$ cat src/rtl/assert_macros.svh
// Assertion helpers, compiled out for synthesis.
`ifndef ASSERT_MACROS_SVH
`define ASSERT_MACROS_SVH

`ifndef SYNTHESIS

`define KCL_ASSERT_IMP(lbl, clk, rst_n, ante, cons) \
  lbl: assert property (@(posedge clk) disable iff (!rst_n) (ante) |-> (cons)) \
    else $error("implication check failed");

`define KCL_ASSERT_NXT(lbl, clk, rst_n, ante, cons) \
  lbl: assert property (@(posedge clk) disable iff (!rst_n) (ante) |=> (cons)) \
    else $error("next-cycle check failed");

`else

`define KCL_ASSERT_IMP(lbl, clk, rst_n, ante, cons)

`define KCL_ASSERT_NXT(lbl, clk, rst_n, ante, cons)

`endif

`endif

$ cat src/rtl/kcl_pkg.sv
package kcl_pkg;

  localparam int KEY_W    = 4;
  localparam int CFG_N    = 4;
  localparam int CFG_IDX_W = 2;
  localparam int QDEPTH   = 2;
  localparam int QPTR_W   = 1;
  localparam int QCNT_W   = 2;

  typedef logic [KEY_W-1:0] key_t;

  typedef enum logic [CFG_IDX_W-1:0] {
    CFG_CODE_FIRST  = 2'd0,
    CFG_CODE_SECOND = 2'd1,
    CFG_CODE_THIRD  = 2'd2,
    CFG_CODE_FOURTH = 2'd3
  } cfg_idx_e;

  localparam key_t CODE_RESET [CFG_N] = '{4'd0, 4'd1, 4'd2, 4'd4};

  typedef enum logic [1:0] {
    IND_NONE  = 2'd0,
    IND_BLUE  = 2'd1,
    IND_GREEN = 2'd2,
    IND_RED   = 2'd3
  } ind_e;

  typedef enum logic [2:0] {
    CMD_NONE     = 3'd0,
    CMD_PER_DOWN = 3'd1,
    CMD_PER_UP   = 3'd2,
    CMD_TOGGLE   = 3'd3,
    CMD_UP_COUNT = 3'd4,
    CMD_IN_OUT   = 3'd5,
    CMD_STATIC   = 3'd6
  } cmd_e;

  localparam key_t KEY_1 = 4'd0;
  localparam key_t KEY_2 = 4'd1;
  localparam key_t KEY_3 = 4'd2;
  localparam key_t KEY_A = 4'd3;
  localparam key_t KEY_B = 4'd7;
  localparam key_t KEY_0 = 4'd13;
  localparam key_t KEY_D = 4'd15;

  localparam logic [1:0] LAST_ENTRY = 2'd3;

  typedef struct packed {
    logic key_valid;
    key_t key_index;
  } item_t;

  typedef struct packed {
    logic                 valid;
    logic [CFG_IDX_W-1:0] index;
    key_t                 data;
  } cfg_wr_t;

  typedef struct packed {
    logic  not_empty;
    item_t head;
  } q_status_t;

  function automatic cmd_e unlocked_command(key_t key);
    cmd_e cmd;
    unique case (key)
      KEY_A:   cmd = CMD_PER_DOWN;
      KEY_B:   cmd = CMD_PER_UP;
      KEY_1:   cmd = CMD_TOGGLE;
      KEY_2:   cmd = CMD_UP_COUNT;
      KEY_3:   cmd = CMD_IN_OUT;
      KEY_0:   cmd = CMD_STATIC;
      default: cmd = CMD_NONE;
    endcase
    return cmd;
  endfunction

endpackage

$ cat src/rtl/kcl_front.sv
module kcl_front (
  input  logic [15:0]   key_matrix_i,
  output kcl_pkg::item_t item_o
);
  import kcl_pkg::*;

  logic [3:0] row_any;
  logic [1:0] row_sel;
  logic [3:0] cols;
  logic [1:0] col_sel;

  always_comb begin
    for (int r = 0; r < 4; r++) begin
      row_any[r] = |key_matrix_i[r*4 +: 4];
    end
    row_sel = 2'd0;
    for (int r = 3; r >= 0; r--) begin
      if (row_any[r]) begin
        row_sel = 2'(r);
      end
    end
    cols    = key_matrix_i[{row_sel, 2'b00} +: 4];
    col_sel = 2'd0;
    for (int c = 3; c >= 0; c--) begin
      if (cols[c]) begin
        col_sel = 2'(c);
      end
    end
  end

  assign item_o.key_valid = |row_any;
  assign item_o.key_index = {row_sel, col_sel};

endmodule

$ cat src/rtl/kcl_fifo.sv
`include "assert_macros.svh"

module kcl_fifo (
  input  logic              clk_i,
  input  logic              rst_ni,
  input  logic              push_i,
  input  kcl_pkg::item_t    item_i,
  output logic              full_o,
  input  logic              pop_i,
  output kcl_pkg::q_status_t status_o
);
  import kcl_pkg::*;

  item_t              mem_q [QDEPTH];
  logic [QPTR_W-1:0]  wr_ptr_q, wr_ptr_d;
  logic [QPTR_W-1:0]  rd_ptr_q, rd_ptr_d;
  logic [QCNT_W-1:0]  count_q, count_d;

  assign full_o             = (count_q == QCNT_W'(QDEPTH));
  assign status_o.not_empty = (count_q != '0);
  assign status_o.head      = mem_q[rd_ptr_q];

  always_comb begin
    wr_ptr_d = push_i ? wr_ptr_q + 1'b1 : wr_ptr_q;
    rd_ptr_d = pop_i ? rd_ptr_q + 1'b1 : rd_ptr_q;
    count_d  = count_q + QCNT_W'(push_i) - QCNT_W'(pop_i);
  end

  always_ff @(posedge clk_i or negedge rst_ni) begin
    if (!rst_ni) begin
      wr_ptr_q <= '0;
      rd_ptr_q <= '0;
      count_q  <= '0;
    end else begin
      wr_ptr_q <= wr_ptr_d;
      rd_ptr_q <= rd_ptr_d;
      count_q  <= count_d;
    end
  end

  always_ff @(posedge clk_i) begin
    if (push_i) begin
      mem_q[wr_ptr_q] <= item_i;
    end
  end

  `KCL_ASSERT_IMP(a_no_underflow, clk_i, rst_ni, pop_i, count_q != '0)
  `KCL_ASSERT_IMP(a_no_overflow, clk_i, rst_ni, push_i && full_o, pop_i)
  `KCL_ASSERT_IMP(a_count_bound, clk_i, rst_ni, 1'b1, count_q <= QCNT_W'(QDEPTH))

endmodule

$ cat src/rtl/kcl_back.sv
`include "assert_macros.svh"

module kcl_back (
  input  logic               clk_i,
  input  logic               rst_ni,
  input  kcl_pkg::cfg_wr_t   cfg_i,
  input  kcl_pkg::q_status_t status_i,
  output logic               pop_o,
  output logic               out_valid_o,
  input  logic               out_stall_i,
  output logic               key_valid_o,
  output logic [3:0]         key_index_o,
  output logic               lock_open_o,
  output logic [1:0]         indicator_o,
  output logic [2:0]         command_o
);
  import kcl_pkg::*;

  key_t       code_q [CFG_N];
  key_t       keys_q [3];
  logic [1:0] count_q, count_d;
  logic       unl_q, unl_d;
  logic       out_valid_q;
  item_t      res_item_q;
  logic       res_open_q;
  ind_e       res_ind_q, ind;
  cmd_e       res_cmd_q, cmd;
  logic       match, wr_key;
  key_t       key;

  assign pop_o = status_i.not_empty && (!out_valid_q || !out_stall_i);
  assign key   = status_i.head.key_index;
  assign match = (keys_q[0] == code_q[CFG_CODE_FIRST])
              && (keys_q[1] == code_q[CFG_CODE_SECOND])
              && (keys_q[2] == code_q[CFG_CODE_THIRD])
              && (key == code_q[CFG_CODE_FOURTH]);

  always_comb begin
    unl_d   = unl_q;
    count_d = count_q;
    ind     = IND_NONE;
    cmd     = CMD_NONE;
    wr_key  = 1'b0;
    if (pop_o && status_i.head.key_valid) begin
      if (!unl_q) begin
        if (count_q == LAST_ENTRY) begin
          count_d = '0;
          unl_d   = match;
          ind     = match ? IND_GREEN : IND_RED;
        end else begin
          wr_key  = 1'b1;
          count_d = count_q + 2'd1;
          ind     = IND_BLUE;
        end
      end else if (key == KEY_D) begin
        unl_d   = 1'b0;
        count_d = '0;
        ind     = IND_RED;
      end else begin
        cmd = unlocked_command(key);
      end
    end
  end

  always_ff @(posedge clk_i or negedge rst_ni) begin
    if (!rst_ni) begin
      code_q      <= CODE_RESET;
      count_q     <= '0;
      unl_q       <= 1'b0;
      out_valid_q <= 1'b0;
    end else begin
      if (cfg_i.valid) begin
        code_q[cfg_i.index] <= cfg_i.data;
      end
      count_q <= count_d;
      unl_q   <= unl_d;
      if (pop_o) begin
        out_valid_q <= 1'b1;
      end else if (!out_stall_i) begin
        out_valid_q <= 1'b0;
      end
    end
  end

  always_ff @(posedge clk_i) begin
    if (wr_key) begin
      keys_q[count_q] <= key;
    end
    if (pop_o) begin
      res_item_q <= status_i.head;
      res_open_q <= unl_d;
      res_ind_q  <= ind;
      res_cmd_q  <= cmd;
    end
  end

  assign out_valid_o = out_valid_q;
  assign key_valid_o = res_item_q.key_valid;
  assign key_index_o = res_item_q.key_index;
  assign lock_open_o = res_open_q;
  assign indicator_o = res_ind_q;
  assign command_o   = res_cmd_q;

  `KCL_ASSERT_IMP(a_green_open, clk_i, rst_ni, out_valid_q && res_ind_q == IND_GREEN,
                  res_open_q)
  `KCL_ASSERT_IMP(a_cmd_open, clk_i, rst_ni, out_valid_q && res_cmd_q != CMD_NONE,
                  res_open_q && res_item_q.key_valid)
  `KCL_ASSERT_IMP(a_count_locked, clk_i, rst_ni, count_q != '0, !unl_q)
  `KCL_ASSERT_NXT(a_relock_clears, clk_i, rst_ni, unl_q && !unl_d, count_q == '0)

endmodule

$ cat src/rtl/keypad_code_lock.sv
// Channel  | Direction | Handshake            | Word
// ---------+-----------+----------------------+------------------------------------
// input    | in        | in_valid / in_stall  | key_matrix
// output   | out       | out_valid / out_stall| key_valid key_index lock_open
//          |           |                      | indicator command
// config   | in        | cfg_valid / cfg_ready| cfg_index cfg_data
//
// One word per cycle sustained while out_stall is low; a word passes through the
// two-entry queue and the result register of the lock stage.
// Async active-low reset: code registers take their defaults, lock closed, queue empty.
// in_stall rises only when the queue is full and the result register cannot drain.
// Config is always ready and takes effect on the next decoded key.
module keypad_code_lock (
  input  logic        clk_i,
  input  logic        rst_ni,
  input  logic        in_valid,
  output logic        in_stall,
  input  logic [15:0] key_matrix_i,
  output logic        out_valid,
  input  logic        out_stall,
  output logic        key_valid_o,
  output logic [3:0]  key_index_o,
  output logic        lock_open_o,
  output logic [1:0]  indicator_o,
  output logic [2:0]  command_o,
  input  logic        cfg_valid,
  output logic        cfg_ready,
  input  logic [1:0]  cfg_index_i,
  input  logic [3:0]  cfg_data_i
);
  import kcl_pkg::*;

  item_t     front_item;
  q_status_t q_status;
  cfg_wr_t   cfg_wr;
  logic      q_full, q_push, q_pop;

  assign cfg_ready    = 1'b1;
  assign cfg_wr.valid = cfg_valid;
  assign cfg_wr.index = cfg_index_i;
  assign cfg_wr.data  = cfg_data_i;

  assign in_stall = q_full && !q_pop;
  assign q_push   = in_valid && !in_stall;

  kcl_front u_front (
    .key_matrix_i (key_matrix_i),
    .item_o       (front_item)
  );

  kcl_fifo u_fifo (
    .clk_i    (clk_i),
    .rst_ni   (rst_ni),
    .push_i   (q_push),
    .item_i   (front_item),
    .full_o   (q_full),
    .pop_i    (q_pop),
    .status_o (q_status)
  );

  kcl_back u_back (
    .clk_i       (clk_i),
    .rst_ni      (rst_ni),
    .cfg_i       (cfg_wr),
    .status_i    (q_status),
    .pop_o       (q_pop),
    .out_valid_o (out_valid),
    .out_stall_i (out_stall),
    .key_valid_o (key_valid_o),
    .key_index_o (key_index_o),
    .lock_open_o (lock_open_o),
    .indicator_o (indicator_o),
    .command_o   (command_o)
  );

endmodule

$ cat config.mk
export PLATFORM = sky130hd
export DESIGN_NAME = keypad_code_lock
export DESIGN_NICKNAME = d
export VERILOG_FILES = /design/src/rtl/kcl_pkg.sv /design/src/rtl/kcl_front.sv /design/src/rtl/kcl_fifo.sv /design/src/rtl/kcl_back.sv /design/src/rtl/keypad_code_lock.sv
export VERILOG_INCLUDE_DIRS = /design/src /design/src/rtl
export SDC_FILE = /design/constraint.sdc
export NUM_CORES = 1
export LEC_CHECK = 0
export BUFFER_PORTS_ARGS = -buffer_cell sky130_fd_sc_hd__buf_2
export CAP_MARGIN = 20
export CORE_MARGIN = 10
export CORE_UTILIZATION = 60
export CTS_CLUSTER_DIAMETER = 60
export DETAILED_ROUTE_END_ITERATION = 7
export GPL_ROUTABILITY_DRIVEN = 0
export GPL_TIMING_DRIVEN = 0
export PLACE_DENSITY = 0.89
export SYNTH_ARGS = -nofsm -noshare
export SYNTH_HDL_FRONTEND = slang
export SYNTH_SLANG_ARGS = --single-unit
export TNS_END_PERCENT = 30
$ cat constraint.sdc
create_clock -name clk_i -period 5.1 [get_ports clk_i]
set_input_delay 0.255 -clock clk_i [delete_from_list [all_inputs] [get_ports clk_i]]
set_output_delay 0.255 -clock clk_i [all_outputs]
set_load 0.02 [all_outputs]
* Yosys cells after proc, flatten, opt, wreduce, memory -nomap -nowiden
Memory sizes are Yosys's and may differ from the RTL's.
Index checks and enable logic that the tools add are counted.
Widths: inputs -> output; s select.
** Word-level totals
- Flip-flop bits (word level) :: 35
- RAM bits :: 22
- Input bits :: 27
- Output and inout bits :: 14
- Logic and storage cells :: 96
- Memories kept :: 2
** Memory list
- u_back.keys_q :: depth 3, bits a word 4, rd ports 3, clocked after memory_dff 0, write ports 1, RTL line kcl_back.sv:20 : key_t keys_q [3];
- u_fifo.mem_q :: depth 2, bits a word 5, rd ports 1, clocked after memory_dff 0, write ports 1, RTL line kcl_fifo.sv:14 : item_t mem_q [QDEPTH];
** Cells by class
- $add $sub $neg :: 5
- Order comparisons :: 2
- Equality and inequality tests :: 14
- Shifts and indexed selects :: 1
- Mux-type cells :: 32
- Bitwise operators :: 3
- Reduce and logical (&&, ||, !) cells :: 22
** Operators with widths (number)
- $mux 2 :: 14
- $pmux 3 s6 :: 1
- $bwmux 16 :: 1
- $eq 4x4->1 :: 4
- $reduce_or 16->1 :: 1
- $reduce_or 4->1 :: 4
- $shiftx 16x5->4 :: 1
- $mux 1 :: 14
- $demux 4 s2 :: 1
- $eq 4x2->1 const B :: 2
- $eq 4x4->1 const B :: 2
- $logic_and 1x1->1 :: 8
- $eq 2x2->1 const B :: 2
- $eq 4x1->1 const B :: 1
- $eq 4x3->1 const B :: 1
- $logic_not 1->1 :: 4
- $logic_not 4->1 :: 1
- $mux 4 :: 1
- $ge 3x3->1 const B :: 1
- $lt 3x1->1 const B :: 1
- $not 2->3 :: 1
- $reduce_or 3->1 :: 1
- $add 1x1->1 const B :: 2
- $add 2x1->2 :: 1
- other kinds (8) :: 9

* Logic depth before layout (Yosys ltp)
- Depth after elaboration :: 10
- Gate-level depth with buffers :: 7
- Gate-level depth less buffers :: 7

* Hierarchy
From an unflattened synthesis, not the netlist that was laid out.
** Second synthesis, totals
- Cell total of the unflattened synthesis :: 191
- Area total of the unflattened synthesis :: 2703.8 µm²
** By module, submodules not included
- kcl_back :: times used 1, cells each 124, area an instance 1888.1 µm²
- kcl_fifo :: times used 1, cells each 31, area an instance 585.6 µm²
- kcl_front :: times used 1, cells each 32, area an instance 196.4 µm²
- keypad_code_lock :: times used 1, cells each 4, area an instance 33.8 µm²

* Least setup slack after synthesis
OpenSTA, ideal clock, no wires.
- Path type :: flip-flop to flip-flop
- Start :: reg u_back.out_valid_q (netlist: u_back.out_valid_o)
- End :: mem u_back.keys_q[0][0] (netlist bit) (enable)
- Library setup time :: 0.309 ns
- Arrival :: 1.842 ns
- Required time :: 4.791 ns
- Slack :: 2.949 ns
- Stages on the path, launching flop included :: 5
- Clock period less this slack :: 2.151 ns
- Cells stage by stage :: dfrtp_1 > a2bb2oi_1 > and2_1 > buf_2 > and3_1
** On the way
- Word-level cells in the longest chain between the ends :: 7
** RTL lines
- start: declaration :: RTL line kcl_back.sv:23 : logic out_valid_q;
- start signal: assignment :: RTL line kcl_back.sv:70 : out_valid_q <= 1'b0;
- start signal: assignment :: RTL line kcl_back.sv:78 : out_valid_q <= 1'b1;
- start signal: assignment :: RTL line kcl_back.sv:80 : out_valid_q <= 1'b0;
- $logic_not 1->1 :: RTL line kcl_back.sv:31 : assign pop_o = status_i.not_empty && (!out_valid_q || !out_stall_i);
- $logic_or 1x1->1 :: RTL line kcl_back.sv:31
- $logic_and 1x1->1 :: RTL line kcl_back.sv:31
- via q_pop :: RTL line keypad_code_lock.sv:36 : logic q_full, q_push, q_pop;
- $logic_and 1x1->1 :: RTL line kcl_back.sv:44 : if (pop_o && status_i.head.key_valid) begin
- $mux 1 :: RTL line kcl_back.sv:44
- $mux 1 :: RTL line kcl_back.sv:86 : if (wr_key) begin
- $mux 1 (not written as such) :: RTL line kcl_back.sv:87 : keys_q[count_q] <= key;
- end: declaration :: RTL line kcl_back.sv:20
The timed path passes the listed nets, and every way through them passes these cells.

* Final worst setup path
- Start :: reg u_fifo.count_q[1]
- End :: mem u_back.keys_q[2][3] (netlist bit) (enable)
** On the way
- Word-level cells in the longest chain between the ends :: 6
** RTL lines
- start: declaration :: RTL line kcl_fifo.sv:17 : logic [QCNT_W-1:0] count_q, count_d;
- start signal: assignment :: RTL line kcl_fifo.sv:37 : count_q <= count_d;
- $reduce_bool 2->1 :: RTL line kcl_fifo.sv:20 : assign status_o.not_empty = (count_q != '0);
- $logic_and 1x1->1 :: RTL line kcl_back.sv:31
- via q_pop :: RTL line keypad_code_lock.sv:36
- $logic_and 1x1->1 :: RTL line kcl_back.sv:44
- $mux 1 :: RTL line kcl_back.sv:44
- $mux 1 :: RTL line kcl_back.sv:86
- $mux 1 (not written as such) :: RTL line kcl_back.sv:87
The timed path passes the listed nets, and every way through them passes these cells.

==> results.toml <==
[routing]
vias = 1738
postRouteAntennaNets = 0
drt_iter0_drc = 110
firstDrtPassIters = 4
routed_via_density = 5.70
drc = 0
routed_wl_mm = 5.39
wl_per_cell_um = 17.7

[pwr]
powerDensity_mw_per_mm2 = 530
irDropWorstVdd_mv = 0.302
p_leak_nw = 1.25

[outcome]
status = "complete, no violations"

[sta]
whs_ns = 0.173
finalSetupViolations = 0
post-route-min-period_ns = 2.05
min_period_over_period_pct = 40.3
rsz0062_at_grt = "false"
fin_skew_ns = 0.00804
tightest_slew_ns = 0.780
fin_tns_setup_ns = 0
timing.final.max_slew_violations = 0
slew_headroom_pct = 47.9
hold_viol = 0
layout_setup_ws_ns = 3.05
clock.fmax_mhz = 487

[global_route]
top_usage_layer = "met2"
met2_usage_pct = 27.8
grt-ovfl-total = 0
grt_start_max_net_pins = 25
grt_pass1_wl_mm = 8.73
grt_use_met1_pct = 14.8
grt_pass1_vias = 1909
track_usage_pct = 15.3
antenna_found_initial = 0
grt_use_met3_pct = 5.25

[worst_setup_path]
crit_path_end_kind = "register"
path_buf_inv = 2
cp_slowest_cell = "dfrtp_1"
path_delay_family = "buffers and inverters"
arrival_ns = 2.07
cp.required_ns = 5.12
startpoint_type = "register"
path_class = "register to register"
path_cells = "a2bb2oi_1, buf_4, and2_1, buf_2, and3_1"
cp_slowest_stage_delay_ns = 0.43
crit_fanout = 11

[floorplan]
die_w_um = 86.2
dieArea_mm2 = 0.00743
pin_count = 41
core.rowCount = 24
die_y_um = 86.2
initial_core_util_pct = 61.2
core_area_mm2 = 0.00429

[clock_tree]
cts_hold_buf = 1
clkSlewWorstSetupHoldPaths_ns = 0.06
insertion_delay_ns = 0.34
tritoncts = "yes"
clock-root-buffer = "clkbuf_8"
cts_resized = 0
cts.sinks = 57
htree_levels = 3
clockBufferDepth = 2
cts_buffers = 9
cts_setup_buffers = 0

[yosys]
synth_mux_area_share_pct = 10.0
synth_compound_area_share_pct = 5.57
synth_seq_cells = 57
synthSimpleGateAreaFrac_pct = 11.2
synth_largest_area_cell = "edfxtp_1"
synth.avg_cell_area_um2 = 13.4
synthXorXnorAreaFrac_pct = 7.00
synth_top_family_by_area = "simple AND/OR/NAND/NOR gates"
seq_area_frac_synth_pct = 60.7
syn_area_mm2 = 0.00263
synth_cell_types = 42
yosys_warnings = 0
synth_edf_count = 33
syn_inst = 196
syn-num-nets = 229
synth.area.top_cells = "edfxtp_1, dfrtp_1, mux2_2"
synth-async-reset-ratio_pct = 42.1
synthFlopType = "edfxtp_1"
netlist.area_leader.share_pct = 37.7
post_synth_fa_ha_maj_area_fraction_pct = 2.86

[finish]
drive_gt1_share_pct = 34.4
antenna_cells = 0
area_growth_pct = 18.5
fillers = 284
multiInputGateArea_um2 = 968
final_nets = 281
regArea_mm2 = 0.00160

[placed_design]
pre_cts_slack_ns = 3.08
portBuffers = 39
dp_hpwl_mm = 4.09

[job]
maxCapViolCount = 0

[worst_hold_path]
worst_hold_path_type = "primary input to register"
[cell usage in the layout (no fill, tap or decap), types with 3 or more instances in the layout]
| master | instances |
|---|---|
| nand2_1 | 9 |
| o21ai_0 | 4 |
| nor4_1 | 3 |
| inv_1 | 11 |
| ha_1 | 6 |
| and3_1 | 4 |
| dfstp_2 | 3 |
| nand3_1 | 6 |
| xnor2_1 | 20 |
| dfrtp_1 | 21 |
| nand3b_1 | 3 |
| nor2_1 | 10 |
| buf_2 | 40 |
| edfxtp_1 | 33 |
| nor3_1 | 5 |
| nand4_1 | 3 |
| a21oi_1 | 9 |
| mux2_2 | 17 |
| clkbuf_8 | 12 |
[report_power, final]
group	switching, mW	internal, mW	leakage [nW]
clock	0.166	0.265	0.107
combinational	0.299	0.209	0.562
sequential	0.0713	0.640	0.585
total	0.537	1.11	1.25
[synth_stat cells (2+ instances only)]
| cell type | instances |
|---|---|
| inv_1 | 11 |
| dfrtp_1 | 21 |
| edfxtp_1 | 33 |
| nand3_1 | 6 |
| dfstp_2 | 3 |
| nand4_1 | 3 |
| ha_1 | 6 |
| mux2i_2 | 2 |
| mux2_2 | 17 |
| nor4_2 | 2 |
| nand3b_1 | 3 |
| nor4_1 | 3 |
| mux2i_4 | 2 |
| nor2_1 | 10 |
| nor2b_1 | 2 |
| nand2_1 | 9 |
| nor3_1 | 5 |
| o21ai_0 | 4 |
| and3_1 | 4 |
| a21oi_1 | 9 |
| xnor2_1 | 20 |
[area by class of cell]
class	instances	share of cell area [%]
flip-flops and latches	57	51.2
multi-input cells	125	31.1
repair buffers	41	6.83
clock buffers	14	5.54
well taps	52	2.09
inverters	11	1.33
clock inverters	2	1.12
plain buffers	3	0.763
[worst paths after layout]
kind                                             startpoint                             end  slack, ns  cells past startpoint
worst max-delay path            u_fifo.count_q[1]$_DFF_PN0_   u_back.keys_q[2][3]$_DFFE_PP_       3.05                      5
worst min-delay path                              out_stall  u_back.out_valid_o$_DFFE_PN0P_       0.17                      2
worst max register to register  u_fifo.count_q[1]$_DFF_PN0_   u_back.keys_q[2][3]$_DFFE_PP_       3.05                      5
worst min register to register  u_fifo.count_q[0]$_DFF_PN0_  u_back.out_valid_o$_DFFE_PN0P_       0.50                      1
max in group asynchronous                            rst_ni    u_back.code_q[2]$_DFFE_PN1P_       4.29                      2
min in group asynchronous                            rst_ni   u_back.count_q[0]$_DFFE_PN0P_       0.43                      2
[through the flow]
stage / util, % / cell area (um^2) / total power [mW] / cells
2_1_floorplan: - / 2630 / 1.07 / 196
3_3_place_gp: 67.3 / 2890 / 1.18 / 287
3_5_place_dp: 67.5 / 2900 / 1.23 / 288
4_1_cts: 72.5 / 3110 / 1.66 / 305
5_1_grt: 72.5 / 3110 / 1.74 / 305
6_report: 72.5 / 3110 / 1.65 / 305
[flip-flops by register name, indices dropped and copies added, names as in the netlist, 2 cells and up]
register / count
u_back.count_q: 2
u_back.keys_q: 12
u_back.command_o: 3
u_back.code_q: 16
u_back.indicator_o: 2
u_fifo.mem_q: 10
u_back.key_index_o: 4
u_fifo.count_q: 2
[routing by layer]
metal,wire (um),vias to the layer above
met3,293,10
met4,100,0
met1,2030,857
li1,-,813
met5,0,-
met2,2960,58
[cells by family after synthesis]
group / after synthesis
and+or+nand+nor: 53
muxes: 21
other: 1
buffers and inverters: 14
xor gates and xnor gates: 21
AOI/OAI and AO/OA: 23
adders and majority gates: 6
DFF: 57
No activity file was read; power rests on OpenSTA's default activity.
